$ cat config.mk
export PLATFORM = sky130hd
export DESIGN_NAME = style_text_tokenizer
export DESIGN_NICKNAME = d
export VERILOG_FILES = /design/src/rtl/stt_pkg.sv /design/src/rtl/stt_front.sv /design/src/rtl/stt_queue.sv /design/src/rtl/stt_back.sv /design/src/rtl/style_text_tokenizer.sv
export VERILOG_INCLUDE_DIRS = /design/src /design/src/rtl
export SDC_FILE = /design/constraint.sdc
export NUM_CORES = 1
export LEC_CHECK = 0
export ABC_AREA = 1
export BUFFER_PORTS_ARGS = -buffer_cell sky130_fd_sc_hd__buf_2
export CAP_MARGIN = 10
export CORE_MARGIN = 5
export CORE_UTILIZATION = 62
export DETAILED_ROUTE_END_ITERATION = 10
export PLACE_DENSITY_LB_ADDON = 0.08
export SLEW_MARGIN = 5
export SYNTH_ARGS = -nofsm -noshare
export SYNTH_HDL_FRONTEND = slang
export SYNTH_SLANG_ARGS = --single-unit
$ cat constraint.sdc
create_clock -name clk -period 4.4 [get_ports clk]
set_input_delay 0.44 -clock clk [delete_from_list [all_inputs] [get_ports clk]]
set_output_delay 0.44 -clock clk [all_outputs]
set_load 0.03 [all_outputs]
$ cat src/rtl/style_text_tokenizer_macros.svh
// Assertion helpers used by the tokenizer top level.
// Each macro expects clk and rst_n to be visible where it is used.
`ifndef STYLE_TEXT_TOKENIZER_MACROS_SVH
`define STYLE_TEXT_TOKENIZER_MACROS_SVH

// Check that cons holds in the same cycle as ante.
`define STT_ASSERT_SAME(name, ante, cons) \
    name: assert property (@(posedge clk) disable iff (!rst_n) (ante) |-> (cons)) \
        else $error("tokenizer check failed");

// Check that cons holds in the cycle after ante.
`define STT_ASSERT_NEXT(name, ante, cons) \
    name: assert property (@(posedge clk) disable iff (!rst_n) (ante) |=> (cons)) \
        else $error("tokenizer check failed");

`endif

$ cat src/rtl/stt_pkg.sv
`timescale 1ns / 1ps
`default_nettype none

package stt_pkg;

    localparam int CHAR_W   = 8;
    localparam int WLEN_W   = 8;
    localparam int RES_MAX  = 3;
    localparam int RCNT_W   = 2;
    localparam int QDEPTH   = 2;
    localparam int QPTR_W   = 1;
    localparam int QCNT_W   = 2;

    typedef enum logic [2:0] {
        MODE_BETWEEN = 3'd0,
        MODE_WORD    = 3'd1,
        MODE_LINE    = 3'd2,
        MODE_BLOCK   = 3'd3,
        MODE_OPEN    = 3'd4,
        MODE_CLOSE   = 3'd5
    } scan_mode_t;

    typedef enum logic [2:0] {
        KIND_BYTE   = 3'd0,
        KIND_WEND   = 3'd1,
        KIND_LBRACE = 3'd2,
        KIND_RBRACE = 3'd3,
        KIND_COLON  = 3'd4,
        KIND_SEMI   = 3'd5,
        KIND_END    = 3'd6
    } tok_kind_t;

    localparam logic [CHAR_W-1:0] CH_LBRACE = 8'h7B;
    localparam logic [CHAR_W-1:0] CH_RBRACE = 8'h7D;
    localparam logic [CHAR_W-1:0] CH_COLON  = 8'h3A;
    localparam logic [CHAR_W-1:0] CH_SEMI   = 8'h3B;
    localparam logic [CHAR_W-1:0] CH_HASH   = 8'h23;
    localparam logic [CHAR_W-1:0] CH_SLASH  = 8'h2F;
    localparam logic [CHAR_W-1:0] CH_STAR   = 8'h2A;
    localparam logic [CHAR_W-1:0] CH_LF     = 8'h0A;
    localparam logic [CHAR_W-1:0] CH_CR     = 8'h0D;
    localparam logic [CHAR_W-1:0] CH_TAB    = 8'h09;
    localparam logic [CHAR_W-1:0] CH_SPACE  = 8'h20;
    localparam logic [CHAR_W-1:0] CH_NUL    = 8'h00;

    // Results caused by one item, oldest in slot 0
    typedef struct packed {
        logic [RCNT_W-1:0]                 count;
        tok_kind_t [RES_MAX-1:0]           kind;
        logic [RES_MAX-1:0][CHAR_W-1:0]    chr;
    } res_bundle_t;

    // Append one result to a bundle; a full bundle is left as it is
    function automatic res_bundle_t put_res(res_bundle_t b, tok_kind_t k,
                                            logic [CHAR_W-1:0] ch);
        res_bundle_t r;
        r = b;
        case (b.count)
            2'd0:
            begin
                r.kind[0] = k;
                r.chr[0]  = ch;
                r.count   = 2'd1;
            end
            2'd1:
            begin
                r.kind[1] = k;
                r.chr[1]  = ch;
                r.count   = 2'd2;
            end
            2'd2:
            begin
                r.kind[2] = k;
                r.chr[2]  = ch;
                r.count   = 2'd3;
            end
            default:
            begin
                r = b;
            end
        endcase
        return r;
    endfunction

endpackage

`default_nettype wire

$ cat src/rtl/stt_front.sv
`timescale 1ns / 1ps
`default_nettype none

module stt_front #(
    parameter int MAX_WORD_LEN = 255
) (
    input  wire logic                          clk,
    input  wire logic                          rst_n,
    input  wire logic                          accept,
    input  wire logic [stt_pkg::CHAR_W-1:0]    text_byte,
    input  wire logic                          end_of_text,
    output stt_pkg::res_bundle_t               bundle,
    output logic                               bundle_valid
);

    logic [stt_pkg::CHAR_W-1:0] pend_char_reg, pend_char_next;
    logic                       pend_valid_reg, pend_valid_next;
    stt_pkg::scan_mode_t        mode_reg, mode_next;
    logic [stt_pkg::WLEN_W-1:0] wlen_reg, wlen_next;

    logic                       text_end;
    logic [stt_pkg::CHAR_W-1:0] c, n;
    logic                       c_space, c_struct, c_room, delim;
    logic                       in_word_cont, wend_pre, go_between;
    logic                       cmt_line, cmt_block, emit_struct, starts_word;
    stt_pkg::tok_kind_t         c_kind;
    stt_pkg::scan_mode_t        proc_mode;
    logic [stt_pkg::WLEN_W-1:0] proc_wlen;

    function automatic logic is_hex(logic [stt_pkg::CHAR_W-1:0] ch);
        return (ch >= 8'h30 && ch <= 8'h39) || (ch >= 8'h61 && ch <= 8'h66) ||
               (ch >= 8'h41 && ch <= 8'h46);
    endfunction

    // Classify the pending byte against its lookahead
    always_comb
    begin
        text_end = end_of_text || (text_byte == stt_pkg::CH_NUL);
        c        = pend_char_reg;
        n        = text_end ? stt_pkg::CH_NUL : text_byte;
        c_space  = (c == stt_pkg::CH_SPACE) || (c == stt_pkg::CH_TAB) ||
                   (c == stt_pkg::CH_LF) || (c == stt_pkg::CH_CR);
        c_struct = 1'b1;
        case (c)
            stt_pkg::CH_LBRACE: c_kind = stt_pkg::KIND_LBRACE;
            stt_pkg::CH_RBRACE: c_kind = stt_pkg::KIND_RBRACE;
            stt_pkg::CH_COLON:  c_kind = stt_pkg::KIND_COLON;
            stt_pkg::CH_SEMI:   c_kind = stt_pkg::KIND_SEMI;
            default:
            begin
                c_kind   = stt_pkg::KIND_BYTE;
                c_struct = 1'b0;
            end
        endcase
        c_room   = wlen_reg < stt_pkg::WLEN_W'(MAX_WORD_LEN);
        delim    = c_space || c_struct ||
                   (c == stt_pkg::CH_SLASH &&
                    (n == stt_pkg::CH_SLASH || n == stt_pkg::CH_STAR));

        in_word_cont = pend_valid_reg && mode_reg == stt_pkg::MODE_WORD && !delim;
        wend_pre     = pend_valid_reg && mode_reg == stt_pkg::MODE_WORD && delim;
        go_between   = pend_valid_reg && (wend_pre || !(mode_reg inside {
                           stt_pkg::MODE_WORD, stt_pkg::MODE_LINE, stt_pkg::MODE_BLOCK,
                           stt_pkg::MODE_OPEN, stt_pkg::MODE_CLOSE}));
        cmt_line     = go_between && !c_space &&
                       ((c == stt_pkg::CH_SLASH && n == stt_pkg::CH_SLASH) ||
                        (c == stt_pkg::CH_HASH && !is_hex(n)));
        cmt_block    = go_between && c == stt_pkg::CH_SLASH && n == stt_pkg::CH_STAR;
        emit_struct  = go_between && c_struct;
        starts_word  = go_between && !c_space && !cmt_line && !cmt_block && !c_struct;

        // Mode and word length after the pending byte
        proc_mode = mode_reg;
        if (go_between)
        begin
            if (cmt_line)
                proc_mode = stt_pkg::MODE_LINE;
            else if (cmt_block)
                proc_mode = stt_pkg::MODE_OPEN;
            else if (starts_word)
                proc_mode = stt_pkg::MODE_WORD;
            else
                proc_mode = stt_pkg::MODE_BETWEEN;
        end
        else if (pend_valid_reg)
        begin
            case (mode_reg)
                stt_pkg::MODE_OPEN:  proc_mode = stt_pkg::MODE_BLOCK;
                stt_pkg::MODE_CLOSE: proc_mode = stt_pkg::MODE_BETWEEN;
                stt_pkg::MODE_LINE:
                    proc_mode = (c == stt_pkg::CH_LF) ? stt_pkg::MODE_BETWEEN
                                                     : stt_pkg::MODE_LINE;
                stt_pkg::MODE_BLOCK:
                    proc_mode = (c == stt_pkg::CH_STAR && n == stt_pkg::CH_SLASH)
                                ? stt_pkg::MODE_CLOSE : stt_pkg::MODE_BLOCK;
                default:             proc_mode = mode_reg;
            endcase
        end

        if (starts_word)
            proc_wlen = stt_pkg::WLEN_W'(1);
        else if (wend_pre)
            proc_wlen = '0;
        else if (in_word_cont && c_room)
            proc_wlen = wlen_reg + stt_pkg::WLEN_W'(1);
        else
            proc_wlen = wlen_reg;
    end

    // Next state: hold the new byte as lookahead, or clear all at end of text
    always_comb
    begin
        if (text_end)
        begin
            pend_char_next  = '0;
            pend_valid_next = 1'b0;
            mode_next       = stt_pkg::MODE_BETWEEN;
            wlen_next       = '0;
        end
        else
        begin
            pend_char_next  = text_byte;
            pend_valid_next = 1'b1;
            mode_next       = proc_mode;
            wlen_next       = proc_wlen;
        end
    end

    // Results of this item
    always_comb
    begin
        bundle = '0;
        if (in_word_cont && c_room)
            bundle = stt_pkg::put_res(bundle, stt_pkg::KIND_BYTE, c);
        if (wend_pre)
            bundle = stt_pkg::put_res(bundle, stt_pkg::KIND_WEND, stt_pkg::CH_NUL);
        if (emit_struct)
            bundle = stt_pkg::put_res(bundle, c_kind, stt_pkg::CH_NUL);
        if (starts_word)
            bundle = stt_pkg::put_res(bundle, stt_pkg::KIND_BYTE, c);
        if (text_end)
        begin
            if (proc_mode == stt_pkg::MODE_WORD)
                bundle = stt_pkg::put_res(bundle, stt_pkg::KIND_WEND, stt_pkg::CH_NUL);
            bundle = stt_pkg::put_res(bundle, stt_pkg::KIND_END, stt_pkg::CH_NUL);
        end
        bundle_valid = accept && (bundle.count != '0);
    end

    // Advance scan state on each accepted item
    always_ff @(posedge clk or negedge rst_n)
    begin
        if (!rst_n)
        begin
            pend_char_reg  <= '0;
            pend_valid_reg <= 1'b0;
            mode_reg       <= stt_pkg::MODE_BETWEEN;
            wlen_reg       <= '0;
        end
        else if (accept)
        begin
            pend_char_reg  <= pend_char_next;
            pend_valid_reg <= pend_valid_next;
            mode_reg       <= mode_next;
            wlen_reg       <= wlen_next;
        end
    end

endmodule

`default_nettype wire

$ cat src/rtl/stt_queue.sv
`timescale 1ns / 1ps
`default_nettype none

module stt_queue (
    input  wire logic            clk,
    input  wire logic            rst_n,
    input  wire logic            wr_en,
    input  wire stt_pkg::res_bundle_t wr_data,
    input  wire logic            rd_en,
    output stt_pkg::res_bundle_t rd_data,
    output logic                 q_full,
    output logic                 q_empty
);

    stt_pkg::res_bundle_t          entry_reg [stt_pkg::QDEPTH];
    logic [stt_pkg::QPTR_W-1:0]    wr_ptr_reg, rd_ptr_reg;
    logic [stt_pkg::QCNT_W-1:0]    cnt_reg, cnt_next;

    assign q_full  = (cnt_reg == stt_pkg::QCNT_W'(stt_pkg::QDEPTH));
    assign q_empty = (cnt_reg == '0);
    assign rd_data = entry_reg[rd_ptr_reg];

    always_comb
    begin
        cnt_next = cnt_reg;
        if (wr_en && !rd_en)
            cnt_next = cnt_reg + stt_pkg::QCNT_W'(1);
        else if (rd_en && !wr_en)
            cnt_next = cnt_reg - stt_pkg::QCNT_W'(1);
    end

    // Store bundles
    always_ff @(posedge clk)
    begin
        if (wr_en)
            entry_reg[wr_ptr_reg] <= wr_data;
    end

    // Advance pointers and fill count
    always_ff @(posedge clk or negedge rst_n)
    begin
        if (!rst_n)
        begin
            wr_ptr_reg <= '0;
            rd_ptr_reg <= '0;
            cnt_reg    <= '0;
        end
        else
        begin
            if (wr_en)
                wr_ptr_reg <= wr_ptr_reg + stt_pkg::QPTR_W'(1);
            if (rd_en)
                rd_ptr_reg <= rd_ptr_reg + stt_pkg::QPTR_W'(1);
            cnt_reg <= cnt_next;
        end
    end

endmodule

`default_nettype wire

$ cat src/rtl/stt_back.sv
`timescale 1ns / 1ps
`default_nettype none

module stt_back (
    input  wire logic                        clk,
    input  wire logic                        rst_n,
    input  wire stt_pkg::res_bundle_t        q_data,
    input  wire logic                        q_empty,
    output logic                             q_pop,
    input  wire logic                        pop,
    output logic                             empty,
    output logic [2:0]                       token_kind,
    output logic [stt_pkg::CHAR_W-1:0]       word_byte,
    output logic                             last_of_run
);

    stt_pkg::res_bundle_t        cur_reg;
    logic                        cur_valid_reg;
    logic [stt_pkg::RCNT_W-1:0]  idx_reg;
    logic                        is_last, take;

    assign empty   = !cur_valid_reg;
    assign is_last = (idx_reg == cur_reg.count - stt_pkg::RCNT_W'(1));
    assign take    = cur_valid_reg && pop;
    assign q_pop   = !q_empty && (!cur_valid_reg || (take && is_last));

    // Select the current result of the held bundle
    always_comb
    begin
        case (idx_reg)
            2'd0:
            begin
                token_kind = cur_reg.kind[0];
                word_byte  = cur_reg.chr[0];
            end
            2'd1:
            begin
                token_kind = cur_reg.kind[1];
                word_byte  = cur_reg.chr[1];
            end
            default:
            begin
                token_kind = cur_reg.kind[2];
                word_byte  = cur_reg.chr[2];
            end
        endcase
        last_of_run = is_last;
    end

    // Load the next bundle or step through the held one
    always_ff @(posedge clk or negedge rst_n)
    begin
        if (!rst_n)
        begin
            cur_valid_reg <= 1'b0;
            idx_reg       <= '0;
        end
        else if (q_pop)
        begin
            cur_valid_reg <= 1'b1;
            idx_reg       <= '0;
        end
        else if (take)
        begin
            if (is_last)
                cur_valid_reg <= 1'b0;
            else
                idx_reg <= idx_reg + stt_pkg::RCNT_W'(1);
        end
    end

    always_ff @(posedge clk)
    begin
        if (q_pop)
            cur_reg <= q_data;
    end

endmodule

`default_nettype wire

$ cat src/rtl/style_text_tokenizer.sv
// Channel   Direction  Handshake        Payload
// text in   input      push / full      text_byte, end_of_text
// tokens    output     pop / empty      token_kind, word_byte, last_of_run
//
// One text item is accepted per cycle while the bundle queue has room.
// Each item causes zero to three results; results leave one per cycle while pop
// is held, so the output port sets the rate when items produce more than one result.
// An item's results pass through the bundle queue and the output stage register.
// Reset clears the scan state, the queue and the output stage at once.
// Stalls on pop fill the two-entry bundle queue, then raise full.
`timescale 1ns / 1ps
`default_nettype none
`include "style_text_tokenizer_macros.svh"

module style_text_tokenizer #(
    parameter int MAX_WORD_LEN = 255
) (
    input  wire logic        clk,
    input  wire logic        rst_n,
    input  wire logic        push,
    output logic             full,
    input  wire logic [7:0]  text_byte,
    input  wire logic        end_of_text,
    output logic             empty,
    input  wire logic        pop,
    output logic [2:0]       token_kind,
    output logic [7:0]       word_byte,
    output logic             last_of_run
);

    logic                 accept;
    stt_pkg::res_bundle_t f_bundle, q_data;
    logic                 f_valid, q_full, q_empty, q_pop;

    assign full   = q_full;
    assign accept = push && !q_full;

    // Classify bytes and build result bundles
    stt_front #(
        .MAX_WORD_LEN (MAX_WORD_LEN)
    ) u_front (
        .clk          (clk),
        .rst_n        (rst_n),
        .accept       (accept),
        .text_byte    (text_byte),
        .end_of_text  (end_of_text),
        .bundle       (f_bundle),
        .bundle_valid (f_valid)
    );

    // Decouple front and back
    stt_queue u_queue (
        .clk     (clk),
        .rst_n   (rst_n),
        .wr_en   (f_valid),
        .wr_data (f_bundle),
        .rd_en   (q_pop),
        .rd_data (q_data),
        .q_full  (q_full),
        .q_empty (q_empty)
    );

    // Serialize bundles onto the result port
    stt_back u_back (
        .clk         (clk),
        .rst_n       (rst_n),
        .q_data      (q_data),
        .q_empty     (q_empty),
        .q_pop       (q_pop),
        .pop         (pop),
        .empty       (empty),
        .token_kind  (token_kind),
        .word_byte   (word_byte),
        .last_of_run (last_of_run)
    );

    `STT_ASSERT_SAME(a_end_is_last, !empty && !last_of_run, token_kind != stt_pkg::KIND_END)
    `STT_ASSERT_NEXT(a_queue_drains, empty && !q_empty, !empty)
    `STT_ASSERT_NEXT(a_run_continues, pop && !empty && !last_of_run, !empty)

endmodule

`default_nettype wire

==> summary.md, run 1 <==
| Metric | Value |
|---|---|
| Top cells by count, synth | 115 x nand2_1, 105 x edfxtp_1, 61 x nor2_1 |
| Final core utilization | a little under three quarters |
| ANT cells | 0 |
| Pin count of the biggest net entering global routing | 37 |
| Reg area | 3830 sq um |
| Distinct cell type count after synthesis | 41 |
| Post-Route WL | 13000 um |
| Seq/Total Area, Yosys | 59.1% |
| Initial core utilization | 63.1% |
| Iteration-0 DRC Markers | 258 |
| # DRC | 0 |
| Critical Setup Path Class | reg -> reg |
| Number of synthesized flops with an enable pin | 105 |
| Pwr Density | ~740 nW/um^2 |
| Clock Skew | 0.00914 ns |
| Asr flop ratio synth | between 20 and 25% |
| Full die area | 12600 sq um |
| Final Worst Setup Slack | 1.16 ns |
| Pleak | around 3.0 nW |
| Setup crit start | u_front.c[3] |
| GP Congestion | 0.881 |
| CP Capture Type | flip-flop |
| Worst VDD drop | roughly 420 uV |
| RSZ-0062 raised after global routing | false |
| Multiplexer area fraction after synthesis | under 10% |
| Predominant post-synthesis flop cell | edfxtp_1 |
| Core box area | roughly 10000 sq um |
| Buffers on Ports | 26 |
| Pre-Repair DR Iteration Count | 5 |
| Initial antenna violation count | 0 |
| Hold path start | text_byte[7] |
| Reg-to-reg endpoint | u_queue.cnt_reg[1] |
| Total of max-cap violations | 0 |
| Combinational share of power | 37.0% |
| Max clock buf depth | 2 |
| Post-synth top area cell | edfxtp_1 |
| Status | finished clean |
| Crit start category | flip-flop |
| TritonCTS buffer count | 17 |
| Final Hold Slack | about 0.2 ns |
| Xor/xnor share of the synthesized area | 0.946% |
| Max reg flops | 70 |
| Hold Path Sink | u_front.c[7] |
| Sequential power share | 39.2% |
| CTS root buffer | clkbuf_8 |
| Total gr overflow | 0 |
| Residual antenna-violating net count after detailed routing | 0 |
| Crit-path max FO | 6 |
| Net switching power | 2.12 mW |
| Post-synthesis register bit count | 132 |
| Post_cts resized | 0 |
| Most numerous cell in the Yosys netlist | nand2_1 |
| Tot GR Track Use | 22.2% |
| Int Pwr | approximately 3.3 mW |
| Dpl cell area | 6780 sq um |
| Simple-gate portion of the synthesized area | 23.1% |
| Cell area after layout | 7330 sq um |
| Detail Placement HPWL | between 8000 and 9000 um |
| Clk slew on worst S/H paths | ~0.060 ns |
| Actual slew at the worst max-slew pin | 0.880 ns |
| Clk sink count | 132 |
| Final Max Tran Viols | 0 |
| # setup viols final | 0 |
| Sum Neg Setup Slack | 0 ns |
| Placed insts | 745 |
| Flop-to-flop setup slack | 1.16 ns |
| Compound-Gate Fraction of Synth Area | 5.02% |
| Worst r2r src | u_front.c[3] |
| Largest family of logic cells by synthesized area | simple AND/OR/NAND/NOR gates |
| Final Hold Viols | 0 |
| Avg Vias per Cell | 5.56 |
| NumNets Final | 649 |
| CTS H-tree lvls | 4 |
| Maximum clock rate | 309 MHz |
| Vias in the first global route | 4558 |
| I/O pins | 27 |
| Worst-skew pair later-pin latency | about 0.52 ns |
| Area Overhead vs Synth | 13.1% |
| Clock share of power | 23.8% |
| Post-place setup slack | 1.12 ns |
| Post-synthesis adder-cell area fraction | 1.35% |
| Hold path depth | 3 |
| Rows | 37 |
| Die width | 112 um |
| Fill cells | 744 |
| Layout Cells excl Fill | 778 |
| Post-Syn Area per Cell | around 11 sq um |
| DIE HEIGHT | 112 um |
| Post-Syn Instances | 589 |
| DR vias | 4327 |
| Yosys Warn Count | 0 |
| Synth area leaders | edfxtp_1 49%, dfrtp_1 10%, nand2_1 6.7% |
| CTS tree | built |
| WP data arrival | 3.63 ns |
| First-pass GRT wire length | between 20000 and 25000 um |
| Area of the multi-input gates | 2370 sq um |
| Hold Crit Class | in -> reg |
| Min cycle time layout | 3.24 ns |
| WL/cell | 16.7 um |
| Tcrit/Tclk final | 73.6% |
| Final total power | about 5.4 mW |
| Synthesized net count | 609 |
| Post-synth top area share | 48.6% |
| Mapped Area | 6480 sq um |
| Req. time, crit path | between 4 and 5 ns |
| Share of layout cells above drive strength 1 | between 20% and 30% |
| Sw frac | 39.0% |
| Relative slew slack | about two fifths |
| Reg2Reg Depth | 20 |
-- cell type report --
cell class / count / area share [%]
clock inverter: 14 / 1.77
multi-input combinational: 383 / 32.3
inverter: 64 / 3.34
sequential: 132 / 52.2
clock buffer: 18 / 5.70
timing repair buffer: 31 / 2.32
tap: 136 / 2.32
-- logic make-up after synthesis --
kind of cell,Yosys count
DFF,132
muxes,35
AOI/OAI and AO/OA,51
buffers and inverters,74
xor gates and xnor gates,7
adders and majority gates,7
and+or+nand+nor,283
-- routing by layer --
metal | global-route usage [%] | wire length (um)
met1 | 26.5 | 5510
met2 | 39.8 | 6770
met3 | 5.18 | 536
met4 | 6.73 | 161
met5 | 0 | 0
-- power groups by stage --
| stage | combinational [mW] | sequential (mW) | clock (mW) |
|---|---|---|---|
| after floorplan | 1.59 | 2.05 | 0 |
| after global placement | 1.95 | 2.13 | 0 |
| after detailed placement | 2.01 | 2.15 | 0 |
| after CTS | 2.03 | 2.14 | 1.32 |
| after global routing | 2.21 | 2.18 | 1.38 |
| final | 2.01 | 2.13 | 1.30 |
-- worst max-delay path, stage by stage (launching register included) --
cell and delay (ns):
dfrtp_1 0.44, inv_2 0.14, nor2_1 0.06, nand2_1 0.11
nand2_1 0.07, nand2_1 0.05, nand2_1 0.07, nor2_4 0.12
nand2_4 0.08, nor2_1 0.23, ha_1 0.35, inv_1 0.15
nand2_4 0.10, nand2_8 0.10, nand4_1 0.09, nand2_1 0.15
inv_1 0.07, ha_1 0.30, a21oi_1 0.14, o21ai_0 0.14
xor2_1 0.16
-- cells in the final DEF, fill, tap and decap left out, types with 13 or more instances in the layout --
cell / Yosys / routed
nand2_1: 115 / 115
clkbuf_16: 0 / 16
buf_2: 0 / 26
edfxtp_1: 105 / 105
o21ai_0: 16 / 16
nand3_1: 33 / 33
dfrtp_1: 27 / 26
nor3_1: 14 / 14
mux2_2: 35 / 35
nand2_2: 13 / 13
inv_1: 50 / 50
nor2_1: 61 / 59
-- repair_timing --
| action | in CTS | in global routing |
|---|---|---|
| hold buffers | 1 | 0 |
| buffers inserted | 0 | 0 |
| hold endpoints to repair | 27 | 0 |
-- worst max-delay path by stage --
stage,endpoint,slack [ns],cells after the start
4_1_cts,u_queue.cnt_reg[1],1.17,19
6_report,u_queue.cnt_reg[1],1.16,20
5_1_grt,u_queue.cnt_reg[1],0.84,20
3_3_place_gp,u_queue.cnt_reg[1],1.31,21
2_1_floorplan,u_queue.entry_reg[1][0],0.48,15
3_5_place_dp,u_queue.cnt_reg[1],1.12,21
No activity file was read; power rests on OpenSTA's default activity.
==> run 2, diff against run 1 <==
Settings changed: CORE_UTILIZATION 62 to 56.
Clock period 4.4 ns to 2.8 ns, I/O delays scaled along.
==> summary.md, run 2 (synthesized netlist as in run 1, its figures left out) <==
| Metric | Value |
|---|---|
| Status | finished clean |
| WL/cell | ~17 um |
| CTS root buffer | clkbuf_16 |
| Crit start category | flip-flop |
| Critical Setup Path Class | reg -> reg |
| Combinational share of power | 43.0% |
| CTS H-tree lvls | 4 |
| CTS tree | built |
| Sw frac | 38.6% |
| Final Hold Slack | 0.202 ns |
| Residual antenna-violating net count after detailed routing | 0 |
| Total of max-cap violations | 0 |
| Full die area | 13800 sq um |
| Final core utilization | 70.0% |
| Pleak | 3.24 nW |
| Rows | 39 |
| Most frequent cells in the layout | 110 x nand2_1, 105 x edfxtp_1, 56 x nor2_1 |
| # DRC | 0 |
| Int Pwr | 5.54 mW |
| Final Max Tran Viols | 0 |
| TritonCTS buffer count | 17 |
| Iteration-0 DRC Markers | 340 |
| DIE HEIGHT | 118 um |
| Initial antenna violation count | 0 |
| DR vias | approximately 4500 |
| Clock Skew | ~0.0058 ns |
| Crit-path max FO | 9 |
| Post-Route WL | 14300 um |
| Maximum clock rate | 370 MHz |
| Placed insts | 769 |
| Layout Cells excl Fill | 833 |
| Max clock buf depth | 2 |
| # setup viols final | 0 |
| Pin count of the biggest net entering global routing | 37 |
| Pre-Repair DR Iteration Count | 6 |
| Clk slew on worst S/H paths | 0.06 ns |
| DR WL met3 | 586 um |
| GP Congestion | 0.905 |
| Clock share of power | a little over a fifth |
| Commonest non-fill, non-tap cell in the layout | nand2_1 |
| ANT cells | 0 |
| Avg Vias per Cell | between 5 and 6 |
| Net switching power | 3.48 mW |
| Tot GR Track Use | 19.6% |
| Area Overhead vs Synth | 22.8% |
| Worst VDD drop | ~740 uV |
| Top sig layer | met4 |
| Wire length on met2 | 7620 um |
| Initial core utilization | 57.0% |
| Hold Crit Class | in -> reg |
| Req. time, crit path | 2.92 ns |
| Total gr overflow | 0 |
| Sequential power share | 36.2% |
| Core box area | between 10000 and 15000 sq um |
| Vias in the first global route | 4340 |
| Final Hold Viols | 0 |
| Tcrit/Tclk final | 96.6% |
| Wl on met1 | about 6000 um |
| Fill cells | 809 |
| Share of layout cells above drive strength 1 | 34.8% |
| Worst-skew pair later-pin latency | 0.41 ns |
| NumNets Final | 697 |
| Min cycle time layout | about 2.7 ns |
| CP Capture Type | flip-flop |
| Die width | 118 um |
| Pwr Density | 1130 nW/um^2 |
| Max reg flops | 70 |
| WP data arrival | about 2.8 ns |
| Relative slew slack | 54.3% |
| Actual slew at the worst max-slew pin | 0.685 ns |
| Buffers on Ports | 26 |
| First-pass GRT wire length | 21600 um |
| Clk sink count | 132 |
| Detail Placement HPWL | slightly below 9000 um |
| I/O pins | 27 |
run 2: changes by cell type in the layout (fill, tap and decap cells not counted), moves of 4 or more:
cell / previous run / this run
buf_4: 4 / 39
nor3_1: 14 / 5
nor3_2: 1 / 8
buf_12: 0 / 6
clkbuf_16: 16 / 21
nand2_1: 115 / 110
inv_1: 50 / 46
nand2_2: 13 / 17
run 2: final timing paths:
check	depth (start not counted)	slack (ns)	startpoint	end
setup / recovery	17	0.1	u_front.c[6]	u_queue.entry_reg[0][6]
hold / removal	3	0.20	text_byte[7]	u_front.c[7]
setup reg to reg	17	0.1	u_front.c[6]	u_queue.entry_reg[0][6]
hold reg to reg	1	0.54	u_queue.cnt_reg[0]	u_queue.cnt_reg[0]
max in group asynchronous	2	1.84	rst_n	u_front.c[2]
min in group asynchronous	2	0.48	rst_n	u_back.idx_reg[1]
run 2: timing repair:
action                     4_1_cts  5_1_grt
cloned                           0        6
pin swaps                        1        9
gates resized for setup          0       27
hold buffers                     1        0
hold endpoints to repair        27        0
setup buffers                    2       23
setup endpoints to repair        1      111
run 2: power by group through the flow:
stage | registers (mW) | logic [mW] | clock network (mW)
2_1_floorplan | 3.22 | 2.53 | 0
3_3_place_gp | 3.25 | 3.34 | 0
3_5_place_dp | 3.29 | 3.43 | 0
4_1_cts | 3.25 | 3.46 | 1.92
5_1_grt | 3.33 | 4.19 | 2.01
6_report | 3.26 | 3.87 | 1.88
run 2: routing by layer:
| metal | track usage [%] | vias up |
|---|---|---|
| met5 | 0 | - |
| met3 | 4.13 | 20 |
| li1 | - | 2200 |
| met1 | 24.6 | 2185 |
| met2 | 33.1 | 128 |
| met4 | 7.46 | 0 |
run 2: layout make-up:
type	instances	area [sq um]	share of cell area, %
inverters	64	254	3.19
clock buffers	21	440	5.53
repair buffers	79	687	8.63
multi-input cells	383	2500	31.5
flip-flops and latches	132	3830	48.1
clock inverters	11	63.8	0.802
well taps	143	179	2.25
run 2: worst max-delay path, cell delays in order, from the launching register on:
cell       delay, ns
dfrtp_1         0.40
nor2_1          0.19
buf_4           0.15
nand4_1         0.10
nand2_2         0.11
nor2_4          0.04
nand2_4         0.10
nand2_8         0.07
buf_4           0.14
ha_1            0.20
nand3_2         0.12
nand2_4         0.06
nand4_1         0.09
nand2_2         0.06
buf_4           0.15
nor2_4          0.12
buf_12          0.14
clkbuf_16       0.16
run 2: stage by stage:
step                worst slack, ns  total power [mW]  cell area [sq um]  setup TNS [ns]
finish                       0.0962              9.02               7960               0
global route                -0.0363              9.52               7960           -1.37
CTS                          0.0170              8.63               7510               0
detailed placement          -0.0115              6.71               6980         -0.0115
global placement             0.0549              6.59               6980               0
floorplan                   -0.0324              5.75               6540           -1.14
